$ cat src/sv/ifcm_pkg.sv
package ifcm_pkg;

  localparam int unsigned OPS_W = 12;
  localparam int unsigned LUMA_W = 2;
  localparam int unsigned CFG_IDX_W = 2;

  // configuration register indexes
  localparam logic [CFG_IDX_W-1:0] REG_EVEN_OPS  = 2'd0;
  localparam logic [CFG_IDX_W-1:0] REG_ODD_OPS   = 2'd1;
  localparam logic [CFG_IDX_W-1:0] REG_LUMA_MODE = 2'd2;

  localparam logic [7:0] LUMA_R = 8'd76;
  localparam logic [7:0] LUMA_G = 8'd150;
  localparam logic [7:0] LUMA_B = 8'd29;

  typedef struct packed {
    logic [31:0] even_pixel;
    logic [31:0] odd_pixel;
    logic        line_start;
  } pixel_t;

  typedef struct packed {
    logic [31:0] even_result;
    logic [31:0] odd_result;
  } result_t;

  typedef struct packed {
    logic [OPS_W-1:0]  even_ops;
    logic [OPS_W-1:0]  odd_ops;
    logic [LUMA_W-1:0] luma_mode;
  } cfg_t;

  // bit2 red, bit1 green, bit0 blue
  function automatic logic [23:0] sel_mask(input logic [2:0] sel);
    sel_mask = {{8{sel[2]}}, {8{sel[1]}}, {8{sel[0]}}};
  endfunction

  // per-byte truncating average
  function automatic logic [23:0] avg_rgb(input logic [23:0] a, input logic [23:0] b);
    logic [8:0] s2, s1, s0;
    s2 = {1'b0, a[23:16]} + {1'b0, b[23:16]};
    s1 = {1'b0, a[15:8]} + {1'b0, b[15:8]};
    s0 = {1'b0, a[7:0]} + {1'b0, b[7:0]};
    avg_rgb = {s2[8:1], s1[8:1], s0[8:1]};
  endfunction

  // weights sum to 255, so the 16-bit sum cannot overflow
  function automatic logic [23:0] to_luma(input logic [23:0] p);
    logic [15:0] sum;
    sum = 16'(p[23:16]) * 16'(LUMA_R) + 16'(p[15:8]) * 16'(LUMA_G)
        + 16'(p[7:0]) * 16'(LUMA_B);
    to_luma = {3{sum[15:8]}};
  endfunction

endpackage

$ cat src/sv/ifcm_ops.sv
module ifcm_ops import ifcm_pkg::*; (
  input  pixel_t      pixel,
  input  cfg_t        cfg,
  input  logic [31:0] prev_even,
  input  logic [31:0] prev_odd,
  output result_t     result,
  output logic [31:0] prev_even_next,
  output logic [31:0] prev_odd_next
);

  always_comb begin
    logic [31:0] ev, od, cur, pe, po;
    logic [23:0] n;
    ev = pixel.even_pixel;
    od = pixel.odd_pixel;
    cur = '0;
    pe = pixel.line_start ? pixel.even_pixel : prev_even;
    po = pixel.line_start ? pixel.odd_pixel : prev_odd;
    prev_even_next = pe;
    prev_odd_next = po;

    // clone even to odd
    n = sel_mask(cfg.even_ops[2:0]);
    if (|n) od = {8'h00, (od[23:0] & ~n) | (ev[23:0] & n)};
    // cancel even
    n = sel_mask(cfg.even_ops[5:3]);
    if (|n) ev = {8'h00, ev[23:0] & ~n};
    // blend into even
    n = sel_mask(cfg.even_ops[8:6]);
    if (|n) ev = {8'h00, avg_rgb(ev[23:0] & n, od[23:0] & n) | (ev[23:0] & ~n)};
    // blur even, history takes the pre-blur pixel
    n = sel_mask(cfg.even_ops[11:9]);
    if (|n) begin
      cur = ev;
      ev = {8'h00, avg_rgb(cur[23:0] & n, pe[23:0] & n) | (cur[23:0] & ~n)};
      prev_even_next = cur;
    end

    // clone odd to even
    n = sel_mask(cfg.odd_ops[2:0]);
    if (|n) ev = {8'h00, (ev[23:0] & ~n) | (od[23:0] & n)};
    // cancel odd
    n = sel_mask(cfg.odd_ops[5:3]);
    if (|n) od = {8'h00, od[23:0] & ~n};
    // blend into odd
    n = sel_mask(cfg.odd_ops[8:6]);
    if (|n) od = {8'h00, avg_rgb(ev[23:0] & n, od[23:0] & n) | (od[23:0] & ~n)};
    // blur odd
    n = sel_mask(cfg.odd_ops[11:9]);
    if (|n) begin
      cur = od;
      od = {8'h00, avg_rgb(po[23:0] & n, cur[23:0] & n) | (cur[23:0] & ~n)};
      prev_odd_next = cur;
    end

    if (cfg.luma_mode[0]) ev = {8'h00, to_luma(ev[23:0])};
    if (cfg.luma_mode[1]) od = {8'h00, to_luma(od[23:0])};

    result.even_result = ev;
    result.odd_result = od;
  end

endmodule

$ cat src/sv/interlaced_field_channel_mixer.sv
// channel   | signals                                  | moves
// ----------+------------------------------------------+-------------------------------
// pixel in  | pixel_valid, pixel_stall, pixel          | even/odd pixel pair, line_start
// result    | result_valid, result_stall, result       | processed even/odd pixel pair
// config    | cfg_write, cfg_index, cfg_data           | even_ops, odd_ops, luma_mode
//
// One transaction per clock while result_stall is low; a pair passes the input
// register, then the result register behind the single-pass operation logic.
// rst (synchronous) clears config, blur history and both valid flags.
// A stalled result holds; the input register still fills behind it, and
// pixel_stall rises only when both registers are occupied.
module interlaced_field_channel_mixer import ifcm_pkg::*; (
  input  logic                 clk,
  input  logic                 rst,
  input  logic                 pixel_valid,
  output logic                 pixel_stall,
  input  pixel_t               pixel,
  output logic                 result_valid,
  input  logic                 result_stall,
  output result_t              result,
  input  logic                 cfg_write,
  input  logic [CFG_IDX_W-1:0] cfg_index,
  input  logic [OPS_W-1:0]     cfg_data
);

  cfg_t        cfg;
  pixel_t      stage;
  logic        stage_valid;
  logic [31:0] prev_even, prev_odd;
  logic [31:0] prev_even_next, prev_odd_next;
  result_t     result_next;
  logic        out_free, stage_move;

  assign out_free    = !result_valid || !result_stall;
  assign stage_move  = stage_valid && out_free;
  assign pixel_stall = stage_valid && !out_free;

  always_ff @(posedge clk) begin
    if (rst) begin
      cfg <= '0;
    end else if (cfg_write) begin
      unique case (cfg_index)
        REG_EVEN_OPS:  cfg.even_ops <= cfg_data;
        REG_ODD_OPS:   cfg.odd_ops <= cfg_data;
        REG_LUMA_MODE: cfg.luma_mode <= cfg_data[LUMA_W-1:0];
        default: ;
      endcase
    end
  end

  always_ff @(posedge clk) begin
    if (rst) begin
      stage_valid <= 1'b0;
    end else if (!pixel_stall) begin
      stage_valid <= pixel_valid;
    end
  end

  always_ff @(posedge clk) begin
    if (!pixel_stall && pixel_valid) stage <= pixel;
  end

  ifcm_ops u_ops (
    .pixel          (stage),
    .cfg            (cfg),
    .prev_even      (prev_even),
    .prev_odd       (prev_odd),
    .result         (result_next),
    .prev_even_next (prev_even_next),
    .prev_odd_next  (prev_odd_next)
  );

  // blur history advances with each transaction leaving the input register
  always_ff @(posedge clk) begin
    if (rst) begin
      prev_even <= '0;
      prev_odd <= '0;
    end else if (stage_move) begin
      prev_even <= prev_even_next;
      prev_odd <= prev_odd_next;
    end
  end

  always_ff @(posedge clk) begin
    if (rst) begin
      result_valid <= 1'b0;
    end else if (out_free) begin
      result_valid <= stage_valid;
    end
  end

  always_ff @(posedge clk) begin
    if (stage_move) result <= result_next;
  end

  a_no_stall_when_empty: assert property (@(posedge clk) disable iff (rst)
    !stage_valid |-> !pixel_stall)
    else $error("input stalled with empty input register");

  a_move_gives_result: assert property (@(posedge clk) disable iff (rst)
    stage_move |=> result_valid)
    else $error("moved transaction did not reach the result register");

  a_history_even_hold: assert property (@(posedge clk) disable iff (rst)
    (!stage_move) |=> $stable(prev_even) && $stable(prev_odd))
    else $error("blur history changed without a transaction");

  a_luma_even_alpha: assert property (@(posedge clk) disable iff (rst)
    (stage_move && cfg.luma_mode[0]) |=> (result.even_result[31:24] == 8'h00))
    else $error("even luma result kept its alpha byte");

  a_luma_odd_alpha: assert property (@(posedge clk) disable iff (rst)
    (stage_move && cfg.luma_mode[1]) |=> (result.odd_result[31:24] == 8'h00))
    else $error("odd luma result kept its alpha byte");

endmodule

$ cat config.mk
export PLATFORM = sky130hd
export DESIGN_NAME = interlaced_field_channel_mixer
export DESIGN_NICKNAME = d
export VERILOG_FILES = /design/src/sv/ifcm_pkg.sv /design/src/sv/ifcm_ops.sv /design/src/sv/interlaced_field_channel_mixer.sv
export SDC_FILE = /design/constraint.sdc
export NUM_CORES = 1
export LEC_CHECK = 0
export BUFFER_PORTS_ARGS = -buffer_cell sky130_fd_sc_hd__buf_2
export CAP_MARGIN = 20
export CORE_ASPECT_RATIO = 1.4
export CORE_UTILIZATION = 42
export CTS_CLUSTER_DIAMETER = 60
export CTS_CLUSTER_SIZE = 20
export DETAILED_ROUTE_END_ITERATION = 12
export HOLD_SLACK_MARGIN = 0.1
export SYNTH_ARGS = -nofsm -noshare
export SYNTH_HDL_FRONTEND = slang
export SYNTH_SLANG_ARGS = --single-unit
$ cat constraint.sdc
create_clock -name clk -period 13.9 [get_ports clk]
set_input_delay 1.39 -clock clk [delete_from_list [all_inputs] [get_ports clk]]
set_output_delay 1.39 -clock clk [all_outputs]
set_load 0.005 [all_outputs]
==> results of run 1 <==
layer usage:
| metal | global-route usage | vias up |
|---|---|---|
| met4 | 0.125 | 2 |
| met2 | 0.468 | 436 |
| met3 | 0.0225 | 135 |
| met1 | 0.276 | 8410 |
| li1 | - | 8245 |
| met5 | 0 | - |
how the worst max path moves through the flow:
stage,start,endpoint,slack [ns],depth (start not counted)
final,cfg[15]$_SDFFE_PP0P_,result[23]$_DFFE_PP_,0.91,53
after global routing,cfg[15]$_SDFFE_PP0P_,result[23]$_DFFE_PP_,0.02,53
after CTS,cfg[21]$_SDFFE_PP0P_,result[5]$_DFFE_PP_,0.35,56
after detailed placement,cfg[21]$_SDFFE_PP0P_,result[5]$_DFFE_PP_,0.45,56
after global placement,cfg[21]$_SDFFE_PP0P_,result[13]$_DFFE_PP_,0.76,54
after floorplan,cfg[21]$_SDFFE_PP0P_,result[23]$_DFFE_PP_,2.12,55
cell usage in the layout (no fill, tap or decap), types with 12 or more instances in the layout:
master and instances:
a21o_1 47, and3_1 16, mux2_2 12, nand3b_1 24, nand3_1 26, a211oi_1 36, nand2_1 91, xor2_1 26
and2_1 65, o21bai_1 16, clkbuf_16 25, edfxtp_1 129, buf_4 30, xnor2_1 63, or2_2 12, o22ai_1 35
a21oi_1 130, nand2b_1 14, inv_1 233, a31oi_1 12, o21a_1 25, nor3_1 41, nor2b_1 44, nor2_1 283
buf_2 149, ha_1 256, or3_1 12, dfxtp_1 74, a21boi_0 13, fa_1 95, mux2i_1 92, nor3b_1 25
o21ai_0 91
per-stage QoR:
stage                     utilization  instance area, sq um
after floorplan                     -                 20400
after global placement          0.456                 21900
after detailed placement        0.456                 21900
after CTS                       0.474                 22800
after global routing            0.475                 22800
final                           0.475                 22800
worst max-delay path, delay by kind of cell, from the launching register on:
family | cells | cell delay [ns]
flip-flops | 1 | 0.49
XOR/XNOR | 2 | 0.24
multiplexers | 1 | 0.37
buffers and inverters | 5 | 0.35
AND/OR/NAND/NOR | 10 | 1.25
AO/OA/AOI/OAI | 21 | 4.88
adder cells (fa/ha/maj) | 14 | 5.22
layout make-up:
class	instances	area share
Timing Repair Buffer	179	0.0426
Inverter	236	0.0389
Clock buffer	26	0.0276
Sequential cell	205	0.237
Clock inverter	18	0.0114
Tap cell	630	0.0346
Multi-Input combinational cell	1751	0.608
power groups by stage:
stage | Sequential [mW] | Clock [mW] | Combinational [mW]
after floorplan | 0.757 | 0 | 2.88
after global placement | 0.767 | 0 | 3.74
after detailed placement | 0.768 | 0 | 3.80
after CTS | 0.755 | 0.719 | 3.83
after global routing | 0.760 | 0.741 | 4.25
final | 0.755 | 0.704 | 3.81
cells by family (layout without fill, tap and decap cells):
family                     count (synthesis)  in the layout
AOI/OAI and AO/OA                        522            522
adders and majority gates                351            351
and+or+nand+nor                          681            681
muxes                                    108            108
buffers and inverters                    319            459
xor gates and xnor gates                  89             89
DFF                                      205            205
timing repair:
item	4_1_cts	5_1_grt
gates resized for setup	0	10
hold endpoints to repair	0	0
setup endpoints to repair	0	21
registers in the layout, summed over array words and instances, names as in the netlist:
register,flops
prev_odd,24
cfg,26
stage,65
prev_even,24
result_valid,1
result,64
stage_valid,1
==> flow_summary.json, run 1 <==
{
  "fp.dieW_um": 188,
  "synthArstFlopShare": 0,
  "synth_xor_area_frac": 0.0381,
  "h-tree-depth": 1,
  "min_from": "prev_even[17]$_SDFFE_PP0P_",
  "switching_share": 0.492,
  "synth_top_family_by_area": "adder cells",
  "ys_seq_area_frac": 0.264,
  "setup_tns_ns": 0,
  "total_power_mw": 5.27,
  "drv_slew": 0,
  "cp_slowest_cell": "fa_1",
  "ys_top_cells_by_area": "edfxtp_1, ha_1, fa_1",
  "die_h_um": 263,
  "synthSimpleGateAreaFrac": 0.164,
  "vias": 17200,
  "wl_met2_um": 32300,
  "wl_um": 62100,
  "antenna_found_initial": 1,
  "worstPathArrival_ns": 13.38,
  "fin_ws_ns": 0.912,
  "wirelength_met1_um": 24200,
  "syn-cell-area_sq_mm": 0.0204,
  "synth_most_common_cell": "nor2_1",
  "drc": 0,
  "status": "complete, no violations",
  "leakagePower_nw": 10.6,
  "fmax_mhz": 77.0,
  "grt_pass1_vias": 17800,
  "cp_common_cell": "ha_1",
  "cts_tree": "built",
  "place_congestion": 0.961,
  "root_buffer": "clkbuf_16",
  "maxSlewHeadroom": 0.316,
  "drt_first_pass_iters": 5,
  "hpwl_um": 49000,
  "grtUsageTotal": 0.249,
  "multi_input_area_sq_mm": 0.0139,
  "worst_setup_path_start_kind": "flop",
  "io_pins": 150,
  "drt_iter0_drc": 772,
  "synth_top_flop_cell": "edfxtp_1",
  "ctsHoldBuffers": 0,
  "power.internal_mw": 2.68,
  "synthCells": 2275,
  "ff_latch_area_sq_mm": 0.00540,
  "rsz0062_at_grt": "false",
  "coreArea_sq_mm": 0.0480,
  "grt_max_degree": 77,
  "nets": 2832,
  "layout-drive-gt1-share": 0.120,
  "slowest_delay_ns": 0.53,
  "numPortBuffers": 149,
  "synth_compound_area_frac": 0.171,
  "grt_pass1_wl_um": 96900,
  "dieArea_sq_mm": 0.0496,
  "cp-end-kind": "flop",
  "setup_viol": 0,
  "criticalPathCategory": "reg2reg",
  "start_util": 0.426,
  "hold_class": "reg2reg",
  "r2r_setup_slack_ns": 0.91,
  "vias_per_cell": 5.66,
  "area_growth_pct": 11.6,
  "ir_drop_mv": 0.520,
  "skew_ns": 0.0208,
  "cp_max_fo": 11,
  "synth_commonest_cells": "nor2_1, ha_1, inv_1, a21oi_1, edfxtp_1",
  "synth_area_leader_cell": "edfxtp_1",
  "wl_per_cell_um": 20.4,
  "cts_setup_buffers": 0,
  "dp.cells": 3001,
  "cts_buffer_depth": 3,
  "ys_warn_count": 0,
  "power.share.clock": 0.133,
  "synthMuxAreaShare": 0.0537,
  "hold_viol": 0,
  "synth-seq-cells": 205,
  "regToRegEndpoint": "result[23]$_DFFE_PP_",
  "postRouteAntennaNets": 0,
  "reg2reg_depth": 53,
  "met3_length_um": 2340,
  "syn-mean-instance-area_sq_um": 8.99,
  "ys_types": 82,
  "fill_cells": 4706,
  "cts.sinks": 205,
  "diodes": 0,
  "synthAdderAreaFrac": 0.250,
  "cts_buffers": 24,
  "cts.reportedPaths.clkPinSlew_ns": 0.08,
  "fin_crit_sh": 0.934,
  "synth_edf_count": 129,
  "period_needed_ns": 12.99,
  "place_ws_ns": 0.451,
  "layout.cells.non_filler": 3045,
  "fp-row-count": 95,
  "cp.required_ns": 14.29,
  "r2r_start": "cfg[15]$_SDFFE_PP0P_",
  "grt-ovfl-total": 0,
  "switchingPower_mw": 2.59,
  "drv_cap": 0,
  "powerDensity_mw_per_mm2": 231,
  "whs_ns": 0.491,
  "min_to": "prev_even[17]$_SDFFE_PP0P_",
  "p_seq_frac": 0.143,
  "clk_latency_ns": 0.57,
  "synth.net_count": 2710,
  "routed.top_layer": "met5",
  "hold_depth": 2,
  "synth_top_area_frac": 0.189,
  "worstMarginPinSlew_ns": 1.03,
  "p_comb_frac": 0.723
}
Note: power is estimated with default switching activity, not from simulation.
==> inputs of run 2 (changes only) <==
--- a/config.mk
+++ b/config.mk
@@ -5,10 +5,12 @@
 export SDC_FILE = /design/constraint.sdc
 export NUM_CORES = 1
 export LEC_CHECK = 0
+export ABC_AREA = 1
 export BUFFER_PORTS_ARGS = -buffer_cell sky130_fd_sc_hd__buf_2
 export CAP_MARGIN = 20
 export CORE_ASPECT_RATIO = 1.4
 export CORE_UTILIZATION = 42
+export CTS_BUF_LIST = sky130_fd_sc_hd__clkbuf_4 sky130_fd_sc_hd__clkbuf_8 sky130_fd_sc_hd__clkbuf_16
 export CTS_CLUSTER_DIAMETER = 60
 export CTS_CLUSTER_SIZE = 20
 export DETAILED_ROUTE_END_ITERATION = 12
==> flow_summary.json, run 2 <==
{
  "wl_per_cell_um": 18.7,
  "synthCells": 2765,
  "setup_tns_ns": 0,
  "cp_slowest_cell": "o21ai_0",
  "ff_latch_area_sq_mm": 0.00540,
  "whs_ns": 0.465,
  "criticalPathCategory": "reg2reg",
  "ys_types": 58,
  "worstMarginPinSlew_ns": 1.02,
  "period_needed_ns": 12.40,
  "layout_commonest_cell": "nand2_1",
  "synth_top_area_frac": 0.186,
  "place_congestion": 0.930,
  "worstPathArrival_ns": 12.70,
  "ctsHoldBuffers": 0,
  "vias_per_cell": 5.40,
  "synth_edf_count": 129,
  "synth_commonest_cells": "nand2_1, inv_1, a21oi_1, ha_1, nor2_1",
  "syn-cell-area_sq_mm": 0.0208,
  "fin_crit_sh": 0.892,
  "synthSimpleGateAreaFrac": 0.215,
  "hpwl_um": 52600,
  "diodes": 0,
  "cp-end-kind": "flop",
  "antenna_found_initial": 1,
  "cp.required_ns": 14.19,
  "cts_resized": 0,
  "synth_xor_area_frac": 0.0265,
  "cts_buffer_depth": 3,
  "h-tree-depth": 1,
  "drt_first_pass_iters": 5,
  "synth_area_leader_cell": "edfxtp_1",
  "worst_setup_path_start_kind": "flop",
  "top_register": "stage",
  "drv_slew": 0,
  "nets": 3294,
  "maxSlewHeadroom": 0.311,
  "setup_viol": 0,
  "synth.net_count": 3200,
  "wl_um": 65800,
  "status": "complete, no violations",
  "fmax_mhz": 80.6,
  "vias": 18900,
  "largest_reg_flops": 65,
  "synth_most_common_cell": "nand2_1",
  "synthMuxAreaShare": 0.00818,
  "syn-mean-instance-area_sq_um": 7.53,
  "min_from": "prev_even[13]$_SDFFE_PP0P_",
  "grt_pass1_wl_um": 103000,
  "startpoint": "cfg[15]$_SDFFE_PP0P_",
  "grt_pass1_vias": 19000,
  "synth_top_flop_cell": "edfxtp_1",
  "root_buffer": "clkbuf_16",
  "fp-row-count": 96,
  "largestRegisters": "stage x65, result x64, cfg x26",
  "die_h_um": 265,
  "io_pins": 150,
  "multi_input_area_sq_mm": 0.0135,
  "grt_max_degree": 80,
  "layout-drive-gt1-share": 0.0940,
  "slowest_delay_ns": 0.63,
  "postRouteAntennaNets": 0,
  "ys_top_cells_by_area": "edfxtp_1, ha_1, nand2_1",
  "cts.reportedPaths.clkPinSlew_ns": 0.09,
  "dieArea_sq_mm": 0.0505,
  "clk_latency_ns": 0.56,
  "ys_seq_area_frac": 0.259,
  "synth-seq-cells": 205,
  "hold_viol": 0,
  "numPortBuffers": 149,
  "start_util": 0.425,
  "area_growth_pct": 9.47,
  "hold_class": "reg2reg",
  "cts_tree": "built",
  "rsz0062_at_grt": "false",
  "cts.sinks": 205,
  "cp_max_fo": 18,
  "synthArstFlopShare": 0,
  "r2r_start": "cfg[15]$_SDFFE_PP0P_",
  "fp.dieW_um": 190,
  "grt-ovfl-total": 0,
  "synth_compound_area_frac": 0.152,
  "synthAdderAreaFrac": 0.245,
  "coreArea_sq_mm": 0.0490,
  "drv_cap": 0,
  "drt_iter0_drc": 1169,
  "fill_cells": 5003,
  "ys_warn_count": 0,
  "layout_common_cells": "nand2_1, inv_1, a21oi_1",
  "cts_setup_buffers": 0,
  "drc": 0,
  "grtUsageTotal": 0.261,
  "synth_top_family_by_area": "adder cells",
  "skew_ns": 0.0384,
  "cts_buffers": 20
}
==> run 2: cell types whose count changed in the layout (fill, tap and decap cells not counted), moves of 29 or more <==
| cell | before | now |
|---|---|---|
| mux2i_1 | 92 | 17 |
| and2_1 | 65 | 6 |
| o22ai_1 | 35 | 3 |
| a21oi_1 | 130 | 265 |
| nor2b_1 | 44 | 0 |
| nand3_1 | 26 | 124 |
| xnor2_1 | 63 | 25 |
| nor2_1 | 283 | 254 |
| inv_1 | 233 | 396 |
| nand2_1 | 91 | 549 |
| a21o_1 | 47 | 14 |
| o21ai_0 | 91 | 182 |
==> run 2: kinds of logic (layout without fill, tap and decap cells) <==
group / after synthesis / count (layout)
compound gates: 565 / 565
simple gates: 1060 / 1060
flops: 205 / 205
buf+inv: 504 / 612
mux: 17 / 17
xor+xnor: 63 / 63
fa+ha+maj: 351 / 351
==> run 2: layer usage <==
layer,up-vias,track usage,part of all wire
li1,9379,-,-
met1,8938,0.304,0.40
met2,513,0.469,0.50
met3,116,0.0306,0.048
met4,2,0.129,0.052
met5,-,0,0.00017
==> run 2: final timing paths <==
check                                     to  slack [ns]  cells past startpoint
hold reg to reg   prev_even[13]$_SDFFE_PP0P_        0.46                      2
hold / removal    prev_even[13]$_SDFFE_PP0P_        0.46                      2
setup / recovery         result[4]$_DFFE_PP_        1.50                     54
setup reg to reg         result[4]$_DFFE_PP_        1.50                     54
==> run 2: per-stage QoR <==
step	worst slack, ns	cell area, sq um	util	cells
2_1_floorplan	3.02	20800	-	2765
3_3_place_gp	2.05	22100	0.451	3474
3_5_place_dp	1.72	22100	0.451	3474
4_1_cts	1.63	22800	0.465	3510
5_1_grt	0.506	22800	0.465	3510
6_report	1.50	22800	0.465	3510
==> run 2: worst max-delay path, delay by kind of cell (launching register included) <==
family,cells,cell delay [ns]
adder cells (fa/ha/maj),13,4.90
AO/OA/AOI/OAI,16,4.33
AND/OR/NAND/NOR,13,1.47
buffers and inverters,9,0.50
flip-flops,1,0.48
XOR/XNOR,3,0.45
==> run 2: area by class of cell <==
class / count / share of cell area
Multi-Input combinational cell: 2056 / 0.592
Sequential cell: 205 / 0.237
Inverter: 412 / 0.0683
Timing Repair Buffer: 164 / 0.0377
Tap cell: 637 / 0.0350
Clock buffer: 21 / 0.0231
Clock inverter: 15 / 0.00763
Power of run 2 is not shown: default switching activity piles up to over one toggle a cycle in this logic, so the estimate is an artifact.
